`src/mvne_pkg.sv`:
```
// shared types and constants of the mesh vertex normal engine
package mvne_pkg;

    // vertex table geometry
    localparam int VIDX_W       = 10;
    localparam int VERTEX_COUNT = 1 << VIDX_W;

    // field and arithmetic widths
    localparam int COORD_W   = 32;
    localparam int ACC_W     = 24;
    localparam int NORM_W    = 16;
    localparam int NORM_FRAC = 14;
    localparam int FIT_BITS  = 30;
    localparam int QUOT_W    = NORM_FRAC + 1;
    localparam int LEN_W     = 31;
    localparam int WIDE_W    = 64;

    localparam logic [QUOT_W-1:0] NORM_ONE = QUOT_W'(1) << NORM_FRAC;

    // root and divide unit step counts
    localparam int SQRT_STEPS = WIDE_W / 2;
    localparam int DIV_STEPS  = QUOT_W;

    // request codes
    typedef enum logic [1:0] {
        REQ_LOAD  = 2'd0,
        REQ_TRI   = 2'd1,
        REQ_READ  = 2'd2,
        REQ_CLEAR = 2'd3
    } req_kind_t;

    // root and divide unit control
    typedef enum logic {
        RD_SQRT = 1'b0,
        RD_DIV  = 1'b1
    } rd_op_t;

    typedef struct packed {
        logic   start;
        rd_op_t op;
    } rd_cmd_t;

    typedef struct packed {
        logic             done;
        logic [LEN_W-1:0] value;
    } rd_stat_t;

endpackage

```
`src/mvne_mul.sv`:
```
// registered 32x32 signed multiplier shared by cross product and squares
module mvne_mul (
    input  logic                                clk,
    input  logic signed [31:0]                  a,
    input  logic signed [31:0]                  b,
    output logic signed [mvne_pkg::WIDE_W-1:0]  p
);
    import mvne_pkg::*;

    logic signed [WIDE_W-1:0] p_reg;

    // one product per cycle
    always_ff @(posedge clk)
    begin
        p_reg <= WIDE_W'(a) * WIDE_W'(b);
    end

    assign p = p_reg;

endmodule

```
`config.mk`:
```
export PLATFORM = sky130hd
export DESIGN_NAME = mvne_mul
export DESIGN_NICKNAME = d
export VERILOG_FILES = /design/src/mvne_pkg.sv /design/src/mvne_mul.sv
export SDC_FILE = /design/constraint.sdc
export NUM_CORES = 2
export LEC_CHECK = 0
export BUFFER_PORTS_ARGS = -buffer_cell sky130_fd_sc_hd__buf_2
export CAP_MARGIN = 10
export CORE_MARGIN = 1.5
export CORE_UTILIZATION = 56
export CTS_BUF_LIST = sky130_fd_sc_hd__clkbuf_8 sky130_fd_sc_hd__clkbuf_16
export CTS_CLUSTER_SIZE = 20
export DETAILED_ROUTE_END_ITERATION = 8
export PLACE_DENSITY = 0.79
export SETUP_SLACK_MARGIN = 0.02
export SKIP_LAST_GASP = 1
export SYNTH_ARGS = -nofsm -noshare
export SYNTH_HDL_FRONTEND = slang
export SYNTH_SLANG_ARGS = --single-unit
export TNS_END_PERCENT = 100
```
`constraint.sdc`:
```
create_clock -name clk -period 8.91 [get_ports clk]
set_input_delay 1.782 -clock clk [delete_from_list [all_inputs] [get_ports clk]]
set_output_delay 1.782 -clock clk [all_outputs]
set_load 0.01 [all_outputs]
```
== Yosys cells after proc, flatten, opt, wreduce, memory -nomap -nowiden ==
Index checks and enable logic that the tools add are counted.

* $add $sub $neg: 0
* Multiply operators: 1
* Div/mod/pow operators: 0
* $lt $le $gt $ge: 0
* Equal/unequal tests: 0
* Shifts and indexed selects: 0
* Mux-type cells: 0
* Bitwise gates (word level): 0
* Reductions and logical operators: 0

{| class="wikitable"
|+ Operators with widths
! cell !! number
|-
| $mul 32x32->64 || 1
|}

* Register bits after elaboration: 64
* Latch bits: 0
* Memory bits (writable): 0
* ROM bits: 0
* Bits of input ports: 65
* Output and inout port bits: 64
* Logic and storage cells: 2
* Memories kept: 0

== Depth between registers and ports, before layout ==
* Depth after elaboration: 1
* Mapped depth: 28

== Least setup slack after synthesis ==
No wires, ideal clock.

* Path type: input-to-reg
* From: input b[2]
* To: register p_reg[62], in the netlist p[62]
* Library setup time: 72 ps
* Arrival: 8971 ps
* Required time: 8838 ps
* Path slack: -133 ps
* Stages: 24
* Path buffers: 1
* Cells stage by stage: clkbuf_1 nand2_1 inv_1 fa_1 fa_1 fa_1 fa_1 inv_1 fa_1 inv_1 fa_1 inv_1 fa_1 inv_1 fa_1 ha_1 and3_1 nand2_1 or3_1 o22a_1 o211ai_1 a31oi_1 o31ai_1 xor2_1

* Longest elaborated chain between the ends: 1

{| class="wikitable"
|+ Ends and longest elaborated chain
! item !! RTL line !! text
|-
| from (decl) || mvne_mul.sv:5 || <nowiki>input logic signed [31:0] b,</nowiki>
|-
| $mul 32x32->64 || mvne_mul.sv:15 || <nowiki>p_reg <= WIDE_W'(a) * WIDE_W'(b);</nowiki>
|-
| to (signal assigned) || mvne_mul.sv:15 ||
|-
| to (decl) || mvne_mul.sv:10 || <nowiki>logic signed [WIDE_W-1:0] p_reg;</nowiki>
|}

Every way passes these cells.

== Worst setup path in the final report ==
* From: input b[9]
* To: register p_reg[62], in the netlist p[62]

Same word-level chain as after synthesis.

==> reports/results.txt <==
Run status: finished clean
Post-route insts no fill: 5142
Hold EP: p[0]
Area growth from synthesis to final layout: 14.45%
Global-route wire length before repair: 165900 microns
Maximum clock frequency: 114.2 MHz
Clock sink count: 64
GRT Residual Overflow: 0
Level count of the clock H-tree: 3
Count of unresolved DRC violations after routing: 0
Inserted Clock Buffers: 9
Startpoint-to-endpoint class of the critical path: in -> reg
Number of antenna violations at the first check in global routing: 13
Placed cells: 5110
Cell accounting for the most synthesized area: sky130_fd_sc_hd__fa_1
Synth Instances: 3884
Number of setup violations in the final report: 0
Net total in the final layout: 5603
I/O pins: 129
Vias after detailed routing: 27934
Library cell appearing most often on the critical path: sky130_fd_sc_hd__fa_1
Leading cell types by total area after synthesis: sky130_fd_sc_hd__fa_1, sky130_fd_sc_hd__inv_1, sky130_fd_sc_hd__and2_1
Sequential-to-total area share from yosys stat: 3.440%
Highest fanout seen on the critical path: 22
Number of buffers and inverters on the critical path: 11
Area share of the leading cell type in the synthesized netlist: 58.16%
Input/output buffers: 128
Mapped Nets: 5215
DP Wirelength: 87220 microns
Worst slew pin tran: 0.5197 ns
Via count of the first global-routing pass: 31465
HP Class: in -> reg
Final GP Congestion: 0.9503
Die span in x: 260.9 microns
Delay contributed by the slowest stage of the critical path: 0.65 ns
Required @ worst endpoint: 9.26 ns
Clock tree buffer depth: 2
Number of DRC markers after the initial detailed-route iteration: 1919
Number of max-slew violations in the final report: 0
Flip-flop count of the largest register, all copies and words added: 64
Proportion of layout cells with a drive suffix above 1: 15.46%
First-pass DRT Iterations: 7
Die Footprint: 0.06806 sq mm
Min cycle time layout: 8.760 ns
Netlist Area Pre-Place: 0.03724 sq mm
Startpoint types: primary input
Hold Fails Final Rpt: 0
Critical-path top delay cell: sky130_fd_sc_hd__fa_2
Async set or reset register ratio after synthesis: 0%
Average wire per standard cell: 19.63 microns
Initial core utilization: 56.65%
Routed via count divided by cell count: 5.433
Clock tree from TritonCTS: yes
Number of maximum-capacitance constraint violations: 0
Hold Path Stages: 3
Count of flip-flops with a built-in enable after synthesis: 0
Flip-flop cell with the highest count after synthesis: sky130_fd_sc_hd__dfxtp_1
Std-Cell Core Area: 0.06575 sq mm
Total track usage: 31.84%
Pin count of the biggest net entering global routing: 32
Clock-pin slew reported for the worst setup and hold paths after clock tree synthesis: 0.07 ns
Endpoint class of the critical path: flop
Number of different library cells in the post-synthesis netlist: 63
Final clock period utilization by the worst path: 98.31%
Avg Cell Area, Syn: 9.589 sq um
Remaining antenna violation count: 0
Num rows: 94
WL final: 100900 microns
Worst slew margin: 65.05%
Arrival time worst endpoint: 9.11 ns
RSZ-0062 raised after global routing: true
Die boundary height: 260.9 microns
Number of storage elements in the synthesis netlist: 64
Hold wc startpoint: a[0]
Clock root cell: sky130_fd_sc_hd__clkbuf_16
Final total negative setup slack: 0 ns
Number of warning messages in the yosys log: 0
Family of cells with the greatest summed delay on the critical path: adder cells
-- cells by family after synthesis --
kind of cell | synth area share [%]
compound gates | 3.464
xor+xnor | 1.764
fa+ha+maj | 64.34
buf+inv | 11.62
flops | 3.440
simple gates | 15.37
-- how the worst max path moves through the flow --
stage | start | to | slack, ns | depth (start not counted)
2_1_floorplan | b[5] | p[60] | 0.03 | 27
3_3_place_gp | a[13] | p[62] | -0.70 | 27
3_5_place_dp | a[13] | p[60] | -0.72 | 27
4_1_cts | b[18] | p[60] | -0.05 | 28
5_1_grt | b[16] | p[60] | -0.11 | 28
6_report | b[9] | p[62] | 0.15 | 29
-- synthesized netlist by cell type (2+ instances only) --
master and number:
sky130_fd_sc_hd__nand3_1 15, sky130_fd_sc_hd__a31oi_1 12, sky130_fd_sc_hd__a211oi_2 3, sky130_fd_sc_hd__and2_1 516
sky130_fd_sc_hd__xnor2_1 53, sky130_fd_sc_hd__a21o_1 23, sky130_fd_sc_hd__a21boi_0 3, sky130_fd_sc_hd__nor2b_1 3
sky130_fd_sc_hd__dfxtp_1 64, sky130_fd_sc_hd__and4_1 3, sky130_fd_sc_hd__inv_1 952, sky130_fd_sc_hd__o31ai_1 6
sky130_fd_sc_hd__xor2_1 22, sky130_fd_sc_hd__o21ai_2 2, sky130_fd_sc_hd__o21a_1 4, sky130_fd_sc_hd__a211oi_1 4
sky130_fd_sc_hd__nand4_1 7, sky130_fd_sc_hd__a21oi_1 68, sky130_fd_sc_hd__nor2_1 42, sky130_fd_sc_hd__nand2b_1 9
sky130_fd_sc_hd__buf_2 3, sky130_fd_sc_hd__o22a_1 2, sky130_fd_sc_hd__nand2_1 511, sky130_fd_sc_hd__o21bai_1 15
sky130_fd_sc_hd__a21o_2 2, sky130_fd_sc_hd__o21ai_0 28, sky130_fd_sc_hd__buf_1 2, sky130_fd_sc_hd__o211ai_1 3
sky130_fd_sc_hd__or3_1 4, sky130_fd_sc_hd__and3_1 7, sky130_fd_sc_hd__nor3_1 6, sky130_fd_sc_hd__clkbuf_1 195
sky130_fd_sc_hd__ha_1 184, sky130_fd_sc_hd__fa_1 1082
-- layer usage --
metal,global-route usage (%),routed length (microns),up-vias
met3,6.847,8516,325
met1,39.53,36890,14443
met4,13.78,4496,20
met2,53.82,50900,1324
li1,-,-,11822
met5,0,130,-
-- final cells by class --
type	count	area, sq um
multi-input combinational	2668	31910
fill	4954	23120
timing repair buffer	577	4461
inverter	952	3577
sequential	64	1281
tap	864	1081
clock buffer	12	266.5
clock inverter	3	40.04
antenna	2	5.005
-- layout by cell type (no fill, tap or decap), types with 9 or more instances in the layout --
cell type                   count
sky130_fd_sc_hd__nor2_1        42
sky130_fd_sc_hd__inv_1        949
sky130_fd_sc_hd__a21oi_2        9
sky130_fd_sc_hd__o21ai_0       22
sky130_fd_sc_hd__nand2_1      507
sky130_fd_sc_hd__xor2_1        22
sky130_fd_sc_hd__buf_4        432
sky130_fd_sc_hd__fa_1        1074
sky130_fd_sc_hd__buf_6         11
sky130_fd_sc_hd__o21bai_1      14
sky130_fd_sc_hd__clkbuf_16     11
sky130_fd_sc_hd__dfxtp_1       64
sky130_fd_sc_hd__nand3_1       15
sky130_fd_sc_hd__buf_12        23
sky130_fd_sc_hd__a31oi_1       11
sky130_fd_sc_hd__buf_2         97
sky130_fd_sc_hd__ha_1         178
sky130_fd_sc_hd__a21oi_1       59
sky130_fd_sc_hd__nand2b_1       9
sky130_fd_sc_hd__and2_1       515
sky130_fd_sc_hd__a21o_1        23
sky130_fd_sc_hd__clkbuf_4      11
sky130_fd_sc_hd__xnor2_1       53
-- stage by stage --
stage | setup slack, ns | hold WS (ns) | util (%) | cell area (sq um)
floorplan | 0.03241 | 1.909 | - | 37270
global placement | -0.7026 | 2.177 | 63.55 | 41780
detailed placement | -0.7231 | 2.177 | 63.55 | 41780
CTS | -0.05378 | 1.909 | 64.23 | 42230
global route | -0.1140 | 1.926 | 64.83 | 42620
finish | 0.1502 | 1.932 | 64.83 | 42620
-- timing repair --
item / 4_1_cts / 5_1_grt
resized for setup: 26 / 77
cloned: 0 / 2
setup buffers: 6 / 7
endpoints found under the hold margin: 0 / 0
endpoints found under the setup margin: 11 / 20
pin swaps: 13 / 32
hold buffers: 0 / 0
Power is left out: the tool's default activity adds up to more than one toggle a clock period on the data nets, which glitch-free logic cannot reach.
