===== config.mk =====
export PLATFORM = sky130hd
export DESIGN_NAME = mvne_root_div
export DESIGN_NICKNAME = d
export VERILOG_FILES = /design/src/mvne_pkg.sv /design/src/mvne_root_div.sv
export SDC_FILE = /design/constraint.sdc
export NUM_CORES = 1
export LEC_CHECK = 0
export BUFFER_PORTS_ARGS = -buffer_cell sky130_fd_sc_hd__buf_2
export CAP_MARGIN = 20
export CORE_MARGIN = 10
export CORE_UTILIZATION = 65
export CTS_CLUSTER_DIAMETER = 200
export DETAILED_ROUTE_END_ITERATION = 10
export MAX_ROUTING_LAYER = met4
export PLACE_DENSITY = 0.95
export RECOVER_POWER = 100
export SETUP_SLACK_MARGIN = 0.4
export SLEW_MARGIN = 20
export SYNTH_ARGS = -nofsm -noshare
export SYNTH_HDL_FRONTEND = slang
export SYNTH_SLANG_ARGS = --single-unit

===== constraint.sdc =====
create_clock -name clk -period 17.8 [get_ports clk]
set_input_delay 3.56 -clock clk [delete_from_list [all_inputs] [get_ports clk]]
set_output_delay 3.56 -clock clk [all_outputs]
set_load 0.05 [all_outputs]

===== src/mvne_pkg.sv =====
// shared types and constants of the mesh vertex normal engine
package mvne_pkg;

    // vertex table geometry
    localparam int VIDX_W       = 10;
    localparam int VERTEX_COUNT = 1 << VIDX_W;

    // field and arithmetic widths
    localparam int COORD_W   = 32;
    localparam int ACC_W     = 24;
    localparam int NORM_W    = 16;
    localparam int NORM_FRAC = 14;
    localparam int FIT_BITS  = 30;
    localparam int QUOT_W    = NORM_FRAC + 1;
    localparam int LEN_W     = 31;
    localparam int WIDE_W    = 64;

    localparam logic [QUOT_W-1:0] NORM_ONE = QUOT_W'(1) << NORM_FRAC;

    // root and divide unit step counts
    localparam int SQRT_STEPS = WIDE_W / 2;
    localparam int DIV_STEPS  = QUOT_W;

    // request codes
    typedef enum logic [1:0] {
        REQ_LOAD  = 2'd0,
        REQ_TRI   = 2'd1,
        REQ_READ  = 2'd2,
        REQ_CLEAR = 2'd3
    } req_kind_t;

    // root and divide unit control
    typedef enum logic {
        RD_SQRT = 1'b0,
        RD_DIV  = 1'b1
    } rd_op_t;

    typedef struct packed {
        logic   start;
        rd_op_t op;
    } rd_cmd_t;

    typedef struct packed {
        logic             done;
        logic [LEN_W-1:0] value;
    } rd_stat_t;

endpackage


===== src/mvne_root_div.sv =====
// iterative integer square root and restoring divide on one compare-subtract
module mvne_root_div (
    input  logic                              clk,
    input  logic                              rst_n,
    input  mvne_pkg::rd_cmd_t                 cmd,
    input  logic [mvne_pkg::WIDE_W-1:0]       opa,
    input  logic [mvne_pkg::LEN_W-1:0]        opb,
    output mvne_pkg::rd_stat_t                stat
);
    import mvne_pkg::*;

    localparam logic [WIDE_W-1:0] SQRT_TOP = WIDE_W'(1) << (WIDE_W - 2);

    logic              busy_reg;
    logic              done_reg;
    rd_op_t            op_reg;
    logic [WIDE_W-1:0] x_reg;
    logic [WIDE_W-1:0] r_reg;
    logic [WIDE_W-1:0] step_reg;
    logic [4:0]        k_reg;

    logic [WIDE_W-1:0] sub;
    logic              ge;

    // shared operand: root candidate or shifted divisor
    always_comb
    begin
        sub = (op_reg == RD_SQRT) ? r_reg + step_reg : step_reg;
        ge  = x_reg >= sub;
    end

    // one result bit per cycle
    always_ff @(posedge clk or negedge rst_n)
    begin
        if (!rst_n)
        begin
            busy_reg <= 1'b0;
            done_reg <= 1'b0;
        end
        else
        begin
            done_reg <= 1'b0;
            if (cmd.start)
            begin
                busy_reg <= 1'b1;
                op_reg   <= cmd.op;
                x_reg    <= opa;
                r_reg    <= '0;
                if (cmd.op == RD_SQRT)
                begin
                    step_reg <= SQRT_TOP;
                    k_reg    <= 5'(SQRT_STEPS - 1);
                end
                else
                begin
                    step_reg <= WIDE_W'(opb) << (DIV_STEPS - 1);
                    k_reg    <= 5'(DIV_STEPS - 1);
                end
            end
            else if (busy_reg)
            begin
                if (ge)
                begin
                    x_reg <= x_reg - sub;
                end
                if (op_reg == RD_SQRT)
                begin
                    r_reg    <= ge ? (r_reg >> 1) + step_reg : r_reg >> 1;
                    step_reg <= step_reg >> 2;
                end
                else
                begin
                    r_reg    <= {r_reg[WIDE_W-2:0], ge};
                    step_reg <= step_reg >> 1;
                end
                k_reg <= k_reg - 5'd1;
                if (k_reg == 5'd0)
                begin
                    busy_reg <= 1'b0;
                    done_reg <= 1'b1;
                end
            end
        end
    end

    assign stat.done  = done_reg;
    assign stat.value = r_reg[LEN_W-1:0];

endmodule


After elaboration in Yosys (flattened, before gate mapping)
Index checks and enable logic that the tools add are counted.
Storage, ports and cells
  register bits after elaboration: 200
  input bits: 99
  output and inout bits: 32
  logic and storage cells: 38
Operators by class
  $add $sub $neg: 4
  magnitude comparators: 1
  multiplexer cells: 20
  reduce and logical (&&, ||, !) cells: 6
Operators by type and width (number)
  2-to-1 mux 64 bit: 9
  2-to-1 mux 63 bit: 2
  adder 63 x 64 -> 64 bit: 1
  adder 64 bit: 1
  greater-or-equal comparator 64 bit: 1
  subtractor 64 bit: 1
  2-to-1 mux 5 bit: 3
  2-to-1 mux 1 bit: 6
  zero test 5 bit: 1
  subtractor 5 x 1 -> 5 bit, second input constant: 1
  AND reduction 2 bit: 2
  nonzero test 2 bit: 2
  AND reduction 3 bit: 1

Longest topological paths before layout
Gate-level depths: netlist of the first run.
  depth in word-level cells: 6
  gate-level depth with buffers: 28
  gate-level depth less buffers: 26

Least setup slack after synthesis of the first run
OpenSTA, ideal clock, no wires.
  kind: in2reg
  from: input port cmd[1] (netlist bit)
  to: register x_reg[0] (enable)
  setup time: 0.584 ns
  arrival time: 12.212 ns
  required time: 17.216 ns
  slack: 5.004 ns
  cell stages on the path: 6
  path buffers: 3
  cell sequence: clkbuf_1 > clkbuf_1 > nor2_1 > clkbuf_1 > nor2b_1 > a21boi_0
On the way
  word-level cells in the longest chain between the ends: 2
  elaborated cells on any way between the ends: 3
  those cells by class: 3 x reduce/logical
Ends and longest elaborated chain
  start: declaration: RTL line mvne_root_div.sv:5  | input mvne_pkg::rd_cmd_t cmd,
  nonzero test 2 bit (no line)
  AND reduction 3 bit (no line) (*)
  end signal: assignment: RTL line mvne_root_div.sv:47  | x_reg <= opa;
  end signal: assignment: RTL line mvne_root_div.sv:64  | x_reg <= x_reg - sub;
  end: declaration: RTL line mvne_root_div.sv:17  | logic [WIDE_W-1:0] x_reg;
Every way passes the cells marked *; elsewhere a longest branch is shown, timed or not.
A chain may end at the register's enable or synchronous reset.

Worst setup path in the final report of the first run
  from: register r_reg[2]
  to: register x_reg[33] (enable)
On the way
  word-level cells in the longest chain between the ends: 5
Ends and longest elaborated chain
  start: declaration: RTL line mvne_root_div.sv:18  | logic [WIDE_W-1:0] r_reg;
  start signal: assignment: RTL line mvne_root_div.sv:68  | r_reg <= ge ? (r_reg >> 1) + step_reg : r_reg >> 1;
  start signal: assignment: RTL line mvne_root_div.sv:73  | r_reg <= {r_reg[WIDE_W-2:0], ge};
  adder 64 bit: RTL line mvne_root_div.sv:28  | sub = (op_reg == RD_SQRT) ? r_reg + step_reg : step_reg;
  2-to-1 mux 64 bit: RTL line mvne_root_div.sv:28
  greater-or-equal comparator 64 bit: RTL line mvne_root_div.sv:29  | ge = x_reg >= sub;
  nonzero test 2 bit (no line)
  AND reduction 3 bit (no line)
Every way passes these cells.

==> results of run 1 <==
metrics by stage:
stage	instance area [um^2]	total power (W)	utilization [%]	hold WS [ns]
global placement	22200	0.00261	67.7	0.583
global route	22700	0.00333	69.3	0.650
finish	22700	0.00312	69.3	0.609
floorplan	21600	0.00223	-	0.534
detailed placement	22200	0.00265	67.7	0.601
CTS	22800	0.00307	69.6	0.621
layout by cell type (no fill, tap or decap), types with 91 or more instances in the layout:
| cell type | n |
|---|---|
| a21o_1 | 108 |
| xnor2_1 | 95 |
| mux2i_1 | 91 |
| buf_2 | 95 |
| a21oi_1 | 278 |
| edfxtp_1 | 197 |
| o21ai_0 | 277 |
| ha_1 | 192 |
| nor2_1 | 214 |
| nand2_1 | 324 |
path summary, 6_finish.rpt:
| path | from | end | slack (ns) | cells after the start |
|---|---|---|---|---|
| hold reg to reg | k_reg[4] | done_reg | 0.61 | 2 |
| setup reg to reg | r_reg[2] | x_reg[33] | 5.50 | 21 |
| max in group asynchronous | rst_n | busy_reg | 10.74 | 2 |
| hold / removal | k_reg[4] | done_reg | 0.61 | 2 |
| setup / recovery | r_reg[2] | x_reg[33] | 5.50 | 21 |
| min in group asynchronous | rst_n | done_reg | 5.46 | 2 |
power groups by stage:
stage | clock, W | combinational (W) | sequential [W]
floorplan | 0 | 0.00151 | 0.000720
global placement | 0 | 0.00187 | 0.000745
detailed placement | 0 | 0.00190 | 0.000749
CTS | 0.000413 | 0.00192 | 0.000739
global route | 0.000430 | 0.00214 | 0.000758
finish | 0.000414 | 0.00196 | 0.000749
layout make-up:
class	instances	area [um^2]	share of cell area (%)
antenna	1	2.50	0.0110
clock buffer	17	425	1.88
clock inverter	15	175	0.773
inverter	52	195	0.862
multi-input combinational	2225	14600	64.6
sequential	199	5970	26.3
tap	442	553	2.44
timing repair buffer	147	701	3.09
cell families (layout without fill, tap and decap cells):
kind of cell	Yosys count	in the layout	share of synthesized area, %
XOR/XNOR	172	172	6.97
buffers and inverters	230	231	4.79
AO/OA/AOI/OAI	972	972	28.3
other	0	1	0
AND/OR/NAND/NOR	786	786	16.3
flip-flops	199	199	27.6
multiplexers	100	100	4.68
adder cells (fa/ha/maj)	195	195	11.4
critical path: stages (launching register included):
cell       delay [ns]
edfxtp_1         0.52
ha_1             0.42
o21ai_0          0.13
o21bai_1         0.25
a21oi_1          0.17
o311a_1          0.41
o31a_1           0.31
o21ai_1          0.41
nor4bb_1         0.36
nand2b_1         0.18
xnor2_1          0.12
nor2_1           0.06
a21oi_1          0.34
ha_1             0.39
a21o_1           0.19
a21o_1           0.17
a221o_1          0.41
o211a_1          0.25
o2bb2ai_1        2.36
clkbuf_1         2.44
a21boi_4         0.05
clkbuf_1         1.46
metal layers:
metal	part of all wire, %	vias up	global-route usage [%]
met1	42	9803	43.2
li1	-	9838	-
met5	0	-	-
met3	10	164	5.66
met2	45	1169	50.1
met4	2.9	0	9.78
==> flow_metrics.py, run 1 <==
metrics = {
    "route": {
        "viasPerCell": 6.77,
        "ant_nets": 0,
        "wl_per_cell_um": 21.8,
        "wl_mm": 67.5,
        "drc": 0,
        "drt_iter0_drc": 2222,
        "drtPass1Iterations": 7,
        "num_vias": 21000,
    },
    "synth": {
        "yosysTopAreaCellShare_pct": 27.4,
        "yosys.area.top_type": "edfxtp_1",
        "syn-num-nets": 2948,
        "synth_cell_type_count": 88,
        "syn_inst": 2654,
        "yosysMostFrequentCell": "nand2_1",
        "async_flop_share_pct": 1.01,
        "synth.cell_area_um2": 21600,
        "avgSynthCellArea_um2": 8.14,
        "synthTopCellsByArea": "edfxtp_1, ha_1, a21oi_1",
        "synth-main-ff-cell": "edfxtp_1",
        "synth_edf_count": 197,
        "synth-seq-area-share_pct": 27.6,
        "yosys_warnings": 0,
        "synthTopCellsByCount": "nand2_1, a21oi_1, o21ai_0",
        "ys_ff_latch": 199,
    },
    "clock_network": {
        "clk_latency_ns": 0.49,
        "cts_tree": "built",
        "cts_root_buf": "clkbuf_16",
        "hold_buffers": 0,
        "clock_sinks": 199,
        "cts_max_level": 4,
        "cts_buffers": 17,
        "cts.clk_slew.worst_paths_ns": 0.08,
        "post_cts_buffers": 0,
        "ctsResizeCount": 0,
        "cts_buffer_depth": 2,
    },
    "timing": {
        "final_hold_viol_count": 0,
        "relSlewSlack_pct": -151,
        "tns_ns": 0,
        "setup_viol": 0,
        "fin_skew_ns": 0.0209,
        "fmax_mhz": 81.3,
        "worstMarginPinSlew_ns": 3.76,
        "fin_crit_sh_pct": 69.1,
        "finalMaxSlewViolations": 625,
        "layout_setup_ws_ns": 5.50,
        "rsz0062_at_grt": "false",
        "min_period_ns": 12.30,
    },
    "run_status": {
        "failed_checks": "capacitance limit, slew limit",
        "status": "finished, violations left",
    },
    "floorplan": {
        "fp-row-count": 66,
        "fp.dieArea_um2": 40900,
        "die_y_um": 202,
        "core_area_um2": 32700,
        "start_util_pct": 66.1,
        "pin_count": 131,
        "die_w_um": 202,
    },
    "grt": {
        "grt_overflow": 0,
        "grt_usage_pct": 32.6,
        "grt_pass1_wl_mm": 106,
        "grt_pass1_vias": 19500,
        "antenna_found_initial": 1,
        "grt_max_degree": 102,
    },
    "pwr": {
        "power.density_nw_per_um2": 138,
        "switching_share_pct": 48.8,
        "power_leakage_nw": 9.39,
        "internal-power_w": 0.00160,
        "vdd_drop_max_mv": 0.0951,
        "seqPwrFrac_pct": 24.0,
        "power_switching_w": 0.00153,
        "p_clk_share_pct": 13.3,
        "combPwrFrac_pct": 62.8,
    },
    "worst_setup_path": {
        "arrival_ns": 11.98,
        "criticalPathCategory": "register to register",
        "crit_fanout": 67,
        "worstSetupStartpointType": "register",
        "crit_path_end_kind": "register",
        "worstPathRequired_ns": 17.48,
    },
    "placement": {
        "placed_cells": 3065,
        "gp_congestion": 1.03,
        "hpwl_mm": 50.9,
        "io_buffers": 130,
        "place_ws_ns": 10.28,
    },
    "cells_and_area": {
        "syn_to_final_growth_pct": 4.80,
        "layout.cells.non_filler": 3098,
        "num-fill-cells": 2751,
        "nets": 2936,
        "drive_gt1_share_pct": 6.70,
    },
    "run": {
        "maxCapViolations": 13,
    },
    "min_path": {
        "hold_class": "register to register",
    },
}
(Power assumes the default switching activity.)
==> run 2: changes to the inputs <==
--- a/config.mk
+++ b/config.mk
@@ -5,14 +5,15 @@
 export SDC_FILE = /design/constraint.sdc
 export NUM_CORES = 1
 export LEC_CHECK = 0
+export ABC_AREA = 1
 export BUFFER_PORTS_ARGS = -buffer_cell sky130_fd_sc_hd__buf_2
 export CAP_MARGIN = 20
 export CORE_MARGIN = 10
-export CORE_UTILIZATION = 65
+export CORE_UTILIZATION = 58
 export CTS_CLUSTER_DIAMETER = 200
 export DETAILED_ROUTE_END_ITERATION = 10
 export MAX_ROUTING_LAYER = met4
-export PLACE_DENSITY = 0.95
+export PLACE_DENSITY = 0.9
 export RECOVER_POWER = 100
 export SETUP_SLACK_MARGIN = 0.4
 export SLEW_MARGIN = 20
==> constraint.sdc (replaced) <==
create_clock -name clk -period 10.4 [get_ports clk]
set_input_delay 2.08 -clock clk [delete_from_list [all_inputs] [get_ports clk]]
set_output_delay 2.08 -clock clk [all_outputs]
set_load 0.05 [all_outputs]
==> run 2 against run 1 <==
The run still ends with capacitance limit, slew limit left; area after synthesis is 23% higher; worst hold slack better by 0.018 ns; sequential share of layout area is 5.1 points lower; first-iteration DRC count is 84% higher; utilization is 7.4 points lower; clock power is 72% higher; setup slack worse by 3.3 ns; synthesized cell count is 72% higher; power is 75% higher; clock skew is 0.0041 ns lower; maximum frequency is 49% higher; die area is 34% higher; critical endpoint is now r_reg[4]; highest routed layer unchanged.
==> flow_metrics.py, run 2 <==
metrics = {
    "run_status": {
        "status": "finished, violations left",
        "failed_checks": "capacitance limit, slew limit",
    },
    "timing": {
        "layout_setup_ws_ns": 2.16,
        "worstMarginPinSlew_ns": 4.33,
        "setup_viol": 0,
        "finalMaxSlewViolations": 213,
        "fin_crit_sh_pct": 79.3,
        "relSlewSlack_pct": -188,
        "fin_skew_ns": 0.0168,
        "final_hold_viol_count": 0,
        "min_period_ns": 8.24,
        "rsz0062_at_grt": "false",
        "fmax_mhz": 121,
        "tns_ns": 0,
    },
    "cells_and_area": {
        "final_common_cell": "nand2_1",
        "drive_gt1_share_pct": 4.29,
        "multi_input_area_um2": 17500,
        "syn_to_final_growth_pct": 5.38,
        "regArea_um2": 5970,
        "stdcell_area_um2": 28100,
        "layout_common_cells": "nand2_1, inv_1, nor2_1",
        "nets": 4895,
        "num-fill-cells": 4661,
        "layout.cells.non_filler": 5215,
    },
    "pwr": {
        "power.density_nw_per_um2": 195,
        "power_w": 0.00547,
        "vdd_drop_max_mv": 0.136,
        "power_leakage_nw": 14.1,
    },
    "clock_network": {
        "clk_latency_ns": 0.52,
        "cts_tree": "built",
        "post_cts_buffers": 0,
        "ctsResizeCount": 0,
        "hold_buffers": 0,
        "cts_buffer_depth": 2,
        "cts_max_level": 4,
        "clock_sinks": 199,
        "cts.clk_slew.worst_paths_ns": 0.09,
        "cts_root_buf": "clkbuf_16",
        "cts_buffers": 17,
    },
    "synth": {
        "synth-main-ff-cell": "edfxtp_1",
        "synth-seq-area-share_pct": 22.4,
        "synth.cell_area_um2": 26700,
        "async_flop_share_pct": 1.01,
        "ys_ff_latch": 199,
        "synth_edf_count": 197,
        "syn-num-nets": 4858,
        "yosysMostFrequentCell": "nand2_1",
        "avgSynthCellArea_um2": 5.85,
        "yosys.area.top_type": "edfxtp_1",
        "syn_inst": 4564,
        "synthTopCellsByCount": "nand2_1, inv_1, nor2_1",
        "yosys_warnings": 0,
        "yosysTopAreaCellShare_pct": 22.2,
        "synth_cell_type_count": 47,
        "synthTopCellsByArea": "edfxtp_1, nand2_1, inv_1",
    },
    "worst_setup_path": {
        "critPathBufInv": 5,
        "critPathTopFamily": "buffers and inverters",
        "startpoint": "r_reg[0]",
        "r2r_cells": 29,
        "slowest_delay_ns": 1.84,
        "crit_path_end_kind": "register",
        "worstPathRequired_ns": 10.64,
        "r2r-start": "r_reg[0]",
        "worstSetupStartpointType": "register",
        "criticalPathCategory": "register to register",
        "crit_fanout": 79,
        "critical_path_depth": 29,
        "arrival_ns": 8.48,
        "r2r_setup_slack_ns": 2.16,
        "slowest_stage": "clkbuf_1",
        "r2r_end": "r_reg[4]",
        "critical_path.endpoint": "r_reg[4]",
        "cp_common_cell": "nand2_1",
    },
    "floorplan": {
        "fp.dieArea_um2": 55000,
        "start_util_pct": 58.7,
        "die_w_um": 234,
        "die_y_um": 234,
        "pin_count": 131,
        "fp-row-count": 78,
        "core_area_um2": 45500,
    },
    "grt": {
        "grt_overflow": 0,
        "antenna_found_initial": 0,
        "grt_max_degree": 153,
        "grt_pass1_wl_mm": 163,
        "grt_usage_pct": 39.9,
        "grt_pass1_vias": 29300,
    },
    "placement": {
        "gp_congestion": 1.10,
        "placed_cells": 5182,
        "place_ws_ns": 4.08,
        "place_area_um2": 27600,
        "hpwl_mm": 87.9,
        "io_buffers": 130,
    },
    "min_path": {
        "hold_class": "register to register",
    },
    "route": {
        "drc": 0,
        "drtPass1Iterations": 6,
        "num_vias": 31000,
        "drt_iter0_drc": 4081,
        "viasPerCell": 5.93,
        "wl_per_cell_um": 20.8,
        "wl_mm": 108,
        "ant_nets": 0,
    },
    "run": {
        "maxCapViolations": 5,
    },
}
[run 2: changes by cell type after synthesis, moves of 48 or more]
cell / previous run / this run
inv_1: 51 / 694
mux2i_1: 91 / 5
nor2_1: 215 / 518
nand3_1: 36 / 277
nand2_1: 324 / 1545
a21oi_1: 278 / 376
a21o_1: 108 / 10
xnor2_1: 95 / 23
nand4_1: 41 / 89
[run 2: cells by family after synthesis]
logic type / synth area share [%]
compound gates: 14.2
xor+xnor: 2.13
fa+ha+maj: 9.23
buf+inv: 12.2
flops: 22.4
mux: 0.188
simple gates: 39.7
[run 2: power by group]
part / internal, W / switching, W
registers: 0.00110 / 0.000162
logic: 0.00110 / 0.00240
clock network: 0.000322 / 0.000392
[run 2: how the worst min path moves through the flow]
stage / from / endpoint / slack (ns) / cells past startpoint
floorplan: busy_reg / done_reg / 0.54 / 2
global placement: k_reg[0] / k_reg[0] / 0.57 / 1
detailed placement: k_reg[0] / k_reg[0] / 0.57 / 1
CTS: k_reg[0] / k_reg[0] / 0.59 / 1
global route: k_reg[0] / k_reg[0] / 0.60 / 1
finish: k_reg[0] / k_reg[0] / 0.63 / 1
[run 2: cell type report]
cell class | instances | share of cell area, %
diodes | 1 | 0.00890
repair buffers | 145 | 2.60
inverters | 698 | 9.33
clock buffers | 18 | 1.53
well taps | 600 | 2.67
multi-input cells | 3540 | 62.1
clock inverters | 14 | 0.547
flip-flops and latches | 199 | 21.2
[run 2: stage by stage]
stage | util [%] | hold WS [ns]
final | 61.8 | 0.627
after global routing | 61.8 | 0.604
after CTS | 62.0 | 0.595
after detailed placement | 60.7 | 0.573
after global placement | 60.7 | 0.567
after floorplan | - | 0.538
[run 2: per-layer routing]
layer | vias to the layer above | wire, um | global-route usage [%]
met1 | 13900 | 40800 | 47.6
met5 | - | 0 | -
met4 | 0 | 7540 | 24.1
met3 | 382 | 11900 | 7.31
met2 | 1928 | 48100 | 61.9
li1 | 14700 | - | -
